[config.mk]
export PLATFORM = sky130hd
export DESIGN_NAME = ssor_div
export DESIGN_NICKNAME = d
export VERILOG_FILES = /design/src/rtl/core/ssor_pkg.sv /design/src/rtl/core/ssor_div.sv
export SDC_FILE = /design/constraint.sdc
export NUM_CORES = 1
export LEC_CHECK = 0
export ABC_AREA = 1
export BUFFER_PORTS_ARGS = -buffer_cell sky130_fd_sc_hd__buf_2
export CAP_MARGIN = 40
export CORE_MARGIN = 2
export CORE_UTILIZATION = 50
export DETAILED_ROUTE_END_ITERATION = 12
export GPL_TIMING_DRIVEN = 0
export PLACE_DENSITY_LB_ADDON = 0.08
export SLEW_MARGIN = 5
export SYNTH_ARGS = -nofsm -noshare
export SYNTH_HDL_FRONTEND = slang
export SYNTH_SLANG_ARGS = --single-unit
[constraint.sdc]
create_clock -name clk -period 4.8 [get_ports clk]
set_input_delay 1.2 -clock clk [delete_from_list [all_inputs] [get_ports clk]]
set_output_delay 1.2 -clock clk [all_outputs]
set_load 0.05 [all_outputs]
[src/rtl/core/ssor_pkg.sv]
// Package of the sparse solve op replay core: widths, codes, states, structs.
// No dependencies; used by every module of the block but the vector store.
package ssor_pkg;

  localparam int IDX_W      = 8;
  localparam int Q_W        = 32;
  localparam int FRAC_W     = 16;
  localparam int MODE_W     = 2;
  localparam int STAT_W     = 2;
  localparam int DIFF_W     = 49;
  localparam int S_DATA_W   = 112;
  localparam int M_DATA_W   = 40;
  localparam int DEFAULT_VECTOR_DEPTH = 256;

  localparam logic [Q_W-1:0] Q_MAX = 32'h7FFF_FFFF;
  localparam logic [Q_W-1:0] Q_MIN = 32'h8000_0000;

  typedef enum logic [MODE_W-1:0] {
    MODE_LOAD = 2'd0,
    MODE_FWD  = 2'd1,
    MODE_BACK = 2'd2,
    MODE_READ = 2'd3
  } mode_t;

  typedef enum logic [STAT_W-1:0] {
    STAT_OK   = 2'd0,
    STAT_DIV0 = 2'd1,
    STAT_OVF  = 2'd2
  } status_t;

  typedef enum logic [2:0] {
    S_IDLE,
    S_RD_TGT,
    S_RD_SRC,
    S_MUL,
    S_DIFF,
    S_EVAL,
    S_DIV,
    S_FIN
  } core_state_t;

  typedef enum logic [1:0] {
    D_IDLE,
    D_RUN,
    D_DONE
  } div_state_t;

  typedef struct packed {
    logic           done;
    logic           ovf;
    logic [Q_W-1:0] value;
  } div_res_t;

endpackage

[src/rtl/core/ssor_div.sv]
// Iterative signed divider of the replay core: (dividend * 2^16) / divisor,
// truncated toward zero and saturated to 32 bits, one quotient bit per cycle.
// Depends on ssor_pkg.
module ssor_div (
  input  logic                                clk,
  input  logic                                rst,
  input  logic                                start,
  input  logic signed [ssor_pkg::DIFF_W-1:0]  dividend,
  input  logic signed [ssor_pkg::Q_W-1:0]     divisor,
  output ssor_pkg::div_res_t                  res
);

  localparam int QW    = ssor_pkg::Q_W;
  localparam int DW    = ssor_pkg::DIFF_W;
  localparam int NUM_W = ssor_pkg::DIFF_W + ssor_pkg::FRAC_W;
  localparam int CNT_W = $clog2(QW);

  ssor_pkg::div_state_t state, state_next;

  logic [DW-1:0]     a_mag;
  logic [NUM_W-1:0]  num;
  logic [QW-1:0]     d_mag_in;
  logic              big_in;

  logic              neg;
  logic              big;
  logic [QW-1:0]     d_mag;
  logic [QW-1:0]     rem;
  logic [QW-1:0]     quo;
  logic [CNT_W-1:0]  cnt;

  logic [QW:0]       r2;
  logic [QW:0]       sub;
  logic              ge;

  always_comb begin
    a_mag    = dividend[DW-1] ? DW'(-dividend) : DW'(dividend);
    num      = {a_mag, {ssor_pkg::FRAC_W{1'b0}}};
    d_mag_in = divisor[QW-1] ? QW'(-divisor) : QW'(divisor);
    big_in   = num[NUM_W-1:QW] >= {{(NUM_W-2*QW){1'b0}}, d_mag_in};
    r2       = {rem, quo[QW-1]};
    sub      = r2 - {1'b0, d_mag};
    ge       = r2 >= {1'b0, d_mag};
  end

  always_ff @(posedge clk) begin
    if (rst) begin
      state <= ssor_pkg::D_IDLE;
    end else begin
      state <= state_next;
    end
  end

  always_comb begin
    state_next = state;
    unique case (state)
      ssor_pkg::D_IDLE: begin
        if (start) begin
          state_next = big_in ? ssor_pkg::D_DONE : ssor_pkg::D_RUN;
        end
      end
      ssor_pkg::D_RUN: begin
        if (cnt == CNT_W'(QW - 1)) begin
          state_next = ssor_pkg::D_DONE;
        end
      end
      ssor_pkg::D_DONE: begin
        state_next = ssor_pkg::D_IDLE;
      end
      default: begin
        state_next = ssor_pkg::D_IDLE;
      end
    endcase
  end

  always_ff @(posedge clk) begin
    case (state)
      ssor_pkg::D_IDLE: begin
        if (start) begin
          neg   <= dividend[DW-1] ^ divisor[QW-1];
          big   <= big_in;
          d_mag <= d_mag_in;
          rem   <= num[2*QW-1:QW];
          quo   <= num[QW-1:0];
          cnt   <= '0;
        end
      end
      ssor_pkg::D_RUN: begin
        rem <= ge ? sub[QW-1:0] : r2[QW-1:0];
        quo <= {quo[QW-2:0], ge};
        cnt <= cnt + 1'b1;
      end
      default: begin
      end
    endcase
  end

  always_comb begin
    res.done  = state == ssor_pkg::D_DONE;
    res.ovf   = 1'b0;
    res.value = quo;
    if (big) begin
      res.ovf   = 1'b1;
      res.value = neg ? ssor_pkg::Q_MIN : ssor_pkg::Q_MAX;
    end else if (neg) begin
      if (quo > ssor_pkg::Q_MIN) begin
        res.ovf   = 1'b1;
        res.value = ssor_pkg::Q_MIN;
      end else begin
        res.value = -quo;
      end
    end else if (quo[QW-1]) begin
      res.ovf   = 1'b1;
      res.value = ssor_pkg::Q_MAX;
    end
  end

endmodule

**After elaboration in Yosys (flattened, before gate mapping)**

Index checks and enable logic that the tools add are counted.

- Bitwise gates (word level): 1
- Reduce and logical (&&, ||, !) cells: 5
- Muxes and demuxes: 19
- Equal/unequal tests: 5
- $add $sub $neg: 5
- Order comparisons: 3

Operator list:

| kind | number |
|---|---|
| $mux 32 | 6 |
| $pmux 32 s2 | 2 |
| $mux 33 | 3 |
| $ge 33x32->1 | 2 |
| $neg 32->32 | 2 |
| $mux 49 | 1 |
| $neg 49->49 | 1 |
| $gt 32x32->1 const B | 1 |
| $sub 32x32->32 | 1 |
| $pmux 5 s2 | 1 |
| $mux 2 | 3 |
| $reduce_and 2->1 | 3 |
| $add 5x1->5 const B | 1 |
| $eq 5x5->1 const B | 1 |
| $mux 5 | 1 |
| $ne 2x2->1 const B | 2 |
| $pmux 2 s2 | 1 |
| $eq 2x1->1 const B | 1 |
| $eq 2x2->1 const B | 1 |
| $logic_not 2->1 | 1 |
| $reduce_bool 2->1 | 1 |
| $mux 1 | 1 |
| $xor 1x1->1 | 1 |

- Logic and storage cells: 45
- Output and inout port bits: 34
- Register bits: 105

**Depth between registers and ports, before layout**

Gate-level depths: netlist of the first run.

- Depth after elaboration: 6
- Gate-level depth with buffers: 26
- Depth with buffers taken out: 26

**Worst setup path after synthesis of the first run**

No wires, ideal clock.

- Kind: input to register
- Start: input port start
- End: register cnt[0], enable pin
- Library setup time: 0.519 ns
- Arrival: 4.619 ns
- Data required time: 4.281 ns
- Path slack: -0.339 ns
- Stages: 2
- Cells stage by stage: inv_1 > a21oi_1

- Word-level cells in the longest chain between the ends: 2

RTL lines:

| element | line | text |
|---|---|---|
| start: declaration | ssor_div.sv:7 | `input logic start,` |
| $ne 2x2->1 (no line) | -- |  |
| $reduce_and 2->1 (no line) | -- |  |
| end signal: assignment | ssor_div.sv:91 | `cnt <= cnt + 1'b1;` |
| end: declaration | ssor_div.sv:30 | `logic [CNT_W-1:0] cnt;` |

No other way between the ends.
A chain may end at the register's enable or synchronous reset.

**Worst setup path in the final report of the first run**

- Start: input port dividend[0] (netlist bit)
- End: register state[1]

- Word-level cells in the longest chain between the ends: 6

RTL lines:

| element | line | text |
|---|---|---|
| start: declaration | ssor_div.sv:8 | `input logic signed [ssor_pkg::DIFF_W-1:0] dividend,` |
| $neg 49->49 | ssor_div.sv:37 | `a_mag = dividend[DW-1] ? DW'(-dividend) : DW'(dividend);` |
| $mux 49 | ssor_div.sv:37 |  |
| $ge 33x32->1 | ssor_div.sv:40 | `big_in = num[NUM_W-1:QW] >= {{(NUM_W-2*QW){1'b0}}, d_mag_in};` |
| via big_in | ssor_div.sv:23 | `logic big_in;` |
| $mux 2 | ssor_div.sv:59 | `state_next = big_in ? ssor_pkg::D_DONE : ssor_pkg::D_RUN;` |
| $mux 2 | ssor_div.sv:58 | `if (start) begin` |
| $pmux 2 s2 | ssor_div.sv:56 | `unique case (state)` |
| end signal: assignment | ssor_div.sv:48 | `state <= ssor_pkg::D_IDLE;` |
| end signal: assignment | ssor_div.sv:50 | `state <= state_next;` |
| end: declaration | ssor_div.sv:18 | `ssor_pkg::div_state_t state, state_next;` |

The timed path passes the listed nets, and every way through them passes these cells. The select of a mux whose other input is x is not followed.

==> impl_metrics.toml, run 1 <==
[run_status]
outcome = "finished clean"

[drt]
ant_nets = 0
drc = 0
vias_per_cell = 5.49
dr_wl_met2_um = 15100
wl_met1_um = 18100
wl_per_cell_um = 17.9
totalWireLength_um = 36800
drt_iter0_markers = 990
top_layer_used = "met4"
vias = 11300
dr_wl_met3_um = 2360
first_pass_iters = 5

[synthesis]
synth-seq-cells = 105
syn_area_per_cell_um2 = 6.93
async_flop_share_pct = 0
synth_edf_count = 103
netlist_area_mm2 = 0.0113
syn_nets = 1785
yosys.cell_types.count = 54
ys.flop_type = "edfxtp_1"
yosysWarnings = 0
netlist_instances = 1631
ys_seq_area_share_pct = 27.7

[critical_path]
critPathKind = "primary input to register"
worstSetupStartpointType = "primary input"
path_cells = "buf_2, inv_1, ha_1, nand2_2, nor2_4, nand4_1, o21ai_1, o21ai_0, xor2_1, ha_1, nand2_1, inv_1, nand3_1, nor2_1, nand3_1, nand2_1, a21oi_1, nand2_1, nor2_1, nand2_1, o21ai_0, inv_1"
cp.required_ns = 5.05
path_max_fanout = 6
crit_slowest_cell = "xor2_1"
slowest_delay_ns = 0.47
crit_arrival_ns = 4.45
worst_setup_path_end_kind = "register"
crit_top_cell = "nand2_1"

[floorplanning]
rows = 55
start_util_pct = 50.4
chipWidth_um = 154
dieArea_mm2 = 0.0238
io_pins = 118
core_mm2 = 0.0224
die_h_um = 154

[timing]
fin_crit_ns = 4.20
fmax_ghz = 0.238
timing.final.ws_setup_ns = 0.598
fin_skew_ns = 0.0174
rsz0062_at_grt = "no"
fin_setup_tns_ns = 0
hold_slack_ns = 0.569
maxSlewViolCount = 0
max_slew_margin_pct = 51.5
setup_viol = 0
finalCritPeriodShare_pct = 87.5
tightest_slew_ns = 0.727
hold_viol = 0

[global_routing]
overflow = 0
grt_pass1_vias = 10700
grt_pass1_wl_um = 58000
grt_use_total_pct = 31.2
grt_antenna_before_repair = 0
grt_max_degree = 26

[place]
io_buffers = 117
place_congestion = 0.989
dp_cells = 2039
place_ws_ns = 0.277
hpwl_um = 30800
placed_cell_area_mm2 = 0.0124

[final_layout]
mostFrequentLayoutCell = "nand2_1"
instances_no_fill = 2055
seqCellArea_mm2 = 0.00313
drive_gt1_share_pct = 13.6
fill_cells = 2272
final_util_pct = 56.6
fin_nets = 1919
final_area_mm2 = 0.0127
area_growth_pct = 12.3
multiInputGateArea_mm2 = 0.00716
antennaDiodeCount = 0
most-common-layout-cells = "nand2_1 (419), inv_1 (209), nor2_1 (185), buf_2 (123), nand3_1 (108)"

[clock_network]
htree_levels = 3
ctsHoldBuffers = 0
clk_path_buf_depth = 2
cts.repair.resized = 0
clk_latency_ns = 0.36
tritoncts = "built"
clock_sinks = 105
clkSlewWorstSetupHoldPaths_ns = 0.07
clock-root-buffer = "clkbuf_16"
cts-buffers-inserted = 9
post_cts_buffers = 0

[job]
cap_violations = 0

[hold_path]
hold_path_class = "register to register"

[power_and_ir_drop]
total_power_mw = 4.10
p_leak_nw = 5.82
ir_worst_vdd_uv = 180
p_per_area_mw_per_mm2 = 323
[per-layer routing]
layer,vias to the layer above,GRT usage (%)
met5,-,0
met4,0,10.4
met3,55,3.81
met2,410,45.7
met1,5180,47.6
li1,5644,-
[sequential cells by signal (all words and copies together), names as in the netlist]
signal	count
cnt	5
state	2
quo	32
d_mag	32
rem	32
neg	1
big	1
[report_power, final]
group / switching [mW] / internal (mW)
registers: 0.0958 / 1.18
logic: 1.36 / 0.653
clock network: 0.383 / 0.426
[cells by family after synthesis]
group                      synth area share, %
and+or+nand+nor                           36.4
adders and majority gates                 7.81
DFF                                       27.7
xor gates and xnor gates                  8.43
buffers and inverters                     9.16
AOI/OAI and AO/OA                         10.5
[final timing paths]
kind / start / end / slack (ns) / cells after the start
setup / recovery: dividend[0] / state[1] / 0.60 / 22
hold / removal: state[0] / state[1] / 0.57 / 2
setup reg to reg: quo[31] / rem[30] / 2.10 / 15
hold reg to reg: state[0] / state[1] / 0.57 / 2
[layout make-up]
type,count,area share (%)
tap,285,2.81
clock buffer,9,1.77
multi-input combinational,1267,56.3
buffer,41,1.71
inverter,218,6.44
timing repair buffer,123,5.41
clock inverter,7,0.847
sequential,105,24.7
[cell usage after synthesis (3+ instances only)]
cell	n	area share (%)
nand2_1	419	14
inv_1	209	6.9
nor2_1	185	6.1
nand3_1	108	4.8
edfxtp_1	103	27
xor2_1	79	6.1
ha_1	69	7.6
o21ai_0	65	2.9
a21oi_1	56	2.5
nor3_1	52	2.3
nand3b_1	42	2.8
xnor2_1	28	2.2
clkbuf_1	23	0.76
nand4_1	20	1.1
nor2_2	12	0.66
o21ai_1	12	0.53
o211ai_1	11	0.73
nor4_1	10	0.55
o22ai_2	10	1.1
inv_2	9	0.30
nand2_2	9	0.50
or2_2	8	0.44
a21o_1	6	0.40
a31oi_1	6	0.33
buf_2	6	0.27
nand3_2	6	0.53
nor3_2	6	0.53
o21a_1	6	0.40
buf_4	5	0.33
buf_6	5	0.50
o21ai_2	4	0.31
o22ai_1	4	0.22
nor2_4	3	0.30
nor4_4	3	0.56
o21bai_1	3	0.20
o31ai_1	3	0.20
[critical path, delay by kind of cell]
kind / cells / cell delay [ns]
simple gates: 11 / 1.19
compound gates: 4 / 0.65
fa+ha+maj: 2 / 0.58
xor+xnor: 1 / 0.47
buf+inv: 4 / 0.35
Power figures use the tool's default switching activity.
==> run 2, diff against run 1 <==
--- a/config.mk
+++ b/config.mk
@@ -10,6 +10,8 @@
 export CAP_MARGIN = 40
 export CORE_MARGIN = 2
 export CORE_UTILIZATION = 50
+export CTS_BUF_LIST = sky130_fd_sc_hd__clkbuf_4
+export CTS_CLUSTER_DIAMETER = 80
 export DETAILED_ROUTE_END_ITERATION = 12
 export GPL_TIMING_DRIVEN = 0
 export PLACE_DENSITY_LB_ADDON = 0.08
==> run 2 against run 1 <==
  * Non-clock buffer count stayed put
  * Register-to-register slack barely moved
  * Sequential power about the same
  * Clock power down 34%
  * Utilization shrank 0.69 points
  * Global-route usage about the same
  * Critical path type is now register to primary output
  * Clock-buffer cell count unchanged
  * Setup slack got worse by 0.17 ns
  * Combinational power is essentially flat
  * Die area is the same
==> impl_metrics.toml, run 2 (synthesis results as in run 1) <==
[floorplanning]
core_mm2 = 0.0224
die_h_um = 154
chipWidth_um = 154
dieArea_mm2 = 0.0238
start_util_pct = 50.4
io_pins = 118
rows = 55

[power_and_ir_drop]
seqPwrFrac_pct = 33.5
p_int_mw = 2.01
p_leak_nw = 5.75
p_switching_mw = 1.80
switching_share_pct = 47.2
ir_worst_vdd_uv = 171
p_clk_share_pct = 13.9
p_per_area_mw_per_mm2 = 304
comb_power_share_pct = 52.6
total_power_mw = 3.82

[place]
place_ws_ns = 0.277
place_congestion = 0.989
io_buffers = 117
dp_cells = 2039
hpwl_um = 30800

[final_layout]
most-common-layout-cells = "nand2_1 (419), inv_1 (209), nor2_1 (185), buf_2 (123), nand3_1 (108)"
mostFrequentLayoutCell = "nand2_1"
drive_gt1_share_pct = 13.6
area_growth_pct = 10.9
instances_no_fill = 2056
fill_cells = 2297
seqCellArea_mm2 = 0.00313
top_regs = "d_mag: 32 flops, quo: 32 flops, rem: 32 flops"
multiInputGateArea_mm2 = 0.00716
final_util_pct = 55.9
fin_nets = 1919

[global_routing]
grt_max_degree = 26
grt_use_total_pct = 31.2
grt_pass1_wl_um = 57800
overflow = 0
grt_pass1_vias = 10700
grt.met2_usage_pct = 45.6
busiest_layer = "met1"
grt_antenna_before_repair = 1
use_met1_pct = 47.6
use_met3_pct = 3.59

[clock_network]
clock_sinks = 105
clock-root-buffer = "clkbuf_4"
ctsHoldBuffers = 0
clk_path_buf_depth = 2
post_cts_buffers = 0
clkSlewWorstSetupHoldPaths_ns = 0.22
tritoncts = "built"
htree_levels = 3
cts.repair.resized = 0
cts-buffers-inserted = 9
clk_latency_ns = 0.52

[critical_path]
cp.required_ns = 3.60
worstSetupStartpointType = "register"
path_delay_family = "simple AND/OR/NAND/NOR gates"
crit_slowest_cell = "edfxtp_1"
worst_setup_path_end_kind = "primary output"
cp_num_buf_inv = 3
crit_arrival_ns = 3.17
crit_top_cell = "nand3_1"
path_cells = "inv_1, ha_1, nand3_1, nor2_2, nand2_1, o21ai_2, nand2_2, nor2_4, buf_4, nand3_1, o21ai_0, buf_2"
slowest_delay_ns = 0.41
path_max_fanout = 10
critPathKind = "register to primary output"

[timing]
tightest_slew_ns = 0.728
hold_slack_ns = 0.581
fin_skew_ns = 0.0491
finalCritPeriodShare_pct = 91.1
timing.final.ws_setup_ns = 0.428
fin_crit_ns = 4.37
rsz0062_at_grt = "no"
max_slew_margin_pct = 51.5
fmax_ghz = 0.229
hold_viol = 0
maxSlewViolCount = 0
setup_viol = 0

[drt]
ant_nets = 0
vias = 11300
wl_per_cell_um = 17.8
drc = 0
drt_iter0_markers = 1008
vias_per_cell = 5.49
totalWireLength_um = 36700
first_pass_iters = 6

[hold_path]
hold_path_class = "register to register"

[job]
cap_violations = 0

[run_status]
outcome = "finished clean"
## run 2: changes by cell type in the layout (fill, tap and decap cells not counted)
cell,delta
clkbuf_16,-9
diode_2,+1
clkbuf_4,+9
## run 2: per-layer routing
layer / share of wire (%) / wire length (um) / vias to the layer above
met2: 41 / 15000 / 436
li1: - / - / 5654
met3: 7.1 / 2620 / 58
met4: 3.1 / 1150 / 0
met5: 0 / 0 / -
met1: 49 / 17900 / 5146
## run 2: path summary, 6_finish.rpt
kind,from,to,slack (ns),depth (start not counted)
max,quo[0],res[15],0.43,12
min reg2reg,state[0],state[1],0.58,2
max reg2reg,quo[31],rem[30],2.10,15
min,state[0],state[1],0.58,2
## run 2: power groups by stage
| stage | clock [mW] | sequential, mW | combinational, mW |
|---|---|---|---|
| final | 0.531 | 1.28 | 2.01 |
| after global routing | 0.567 | 1.29 | 2.22 |
| after CTS | 0.542 | 1.27 | 1.98 |
| after detailed placement | 0 | 1.29 | 1.97 |
| after global placement | 0 | 1.30 | 1.93 |
| after floorplan | 0 | 1.27 | 1.43 |
## run 2: through the flow
stage | TNS (ns) | area (um2)
floorplan | 0 | 11300
global placement | -12.29 | 12300
detailed placement | 0 | 12400
CTS | 0 | 12500
global route | 0 | 12500
finish | 0 | 12500
## run 2: layout make-up
class	instances	area share, %
clock buffer	9	0.539
sequential	105	25.0
clock inverter	7	0.858
buffer	41	1.74
antenna	1	0.0199
tap	285	2.84
timing repair buffer	123	5.48
inverter	218	6.52
multi-input combinational	1267	57.0
## run 2: worst register-to-register path, delay by kind of cell, from the launching register on
family | cells | cell delay [ns]
compound gates | 1 | 0.32
fa+ha+maj | 2 | 0.65
simple gates | 11 | 1.03
flops | 1 | 0.40
buf+inv | 1 | 0.11
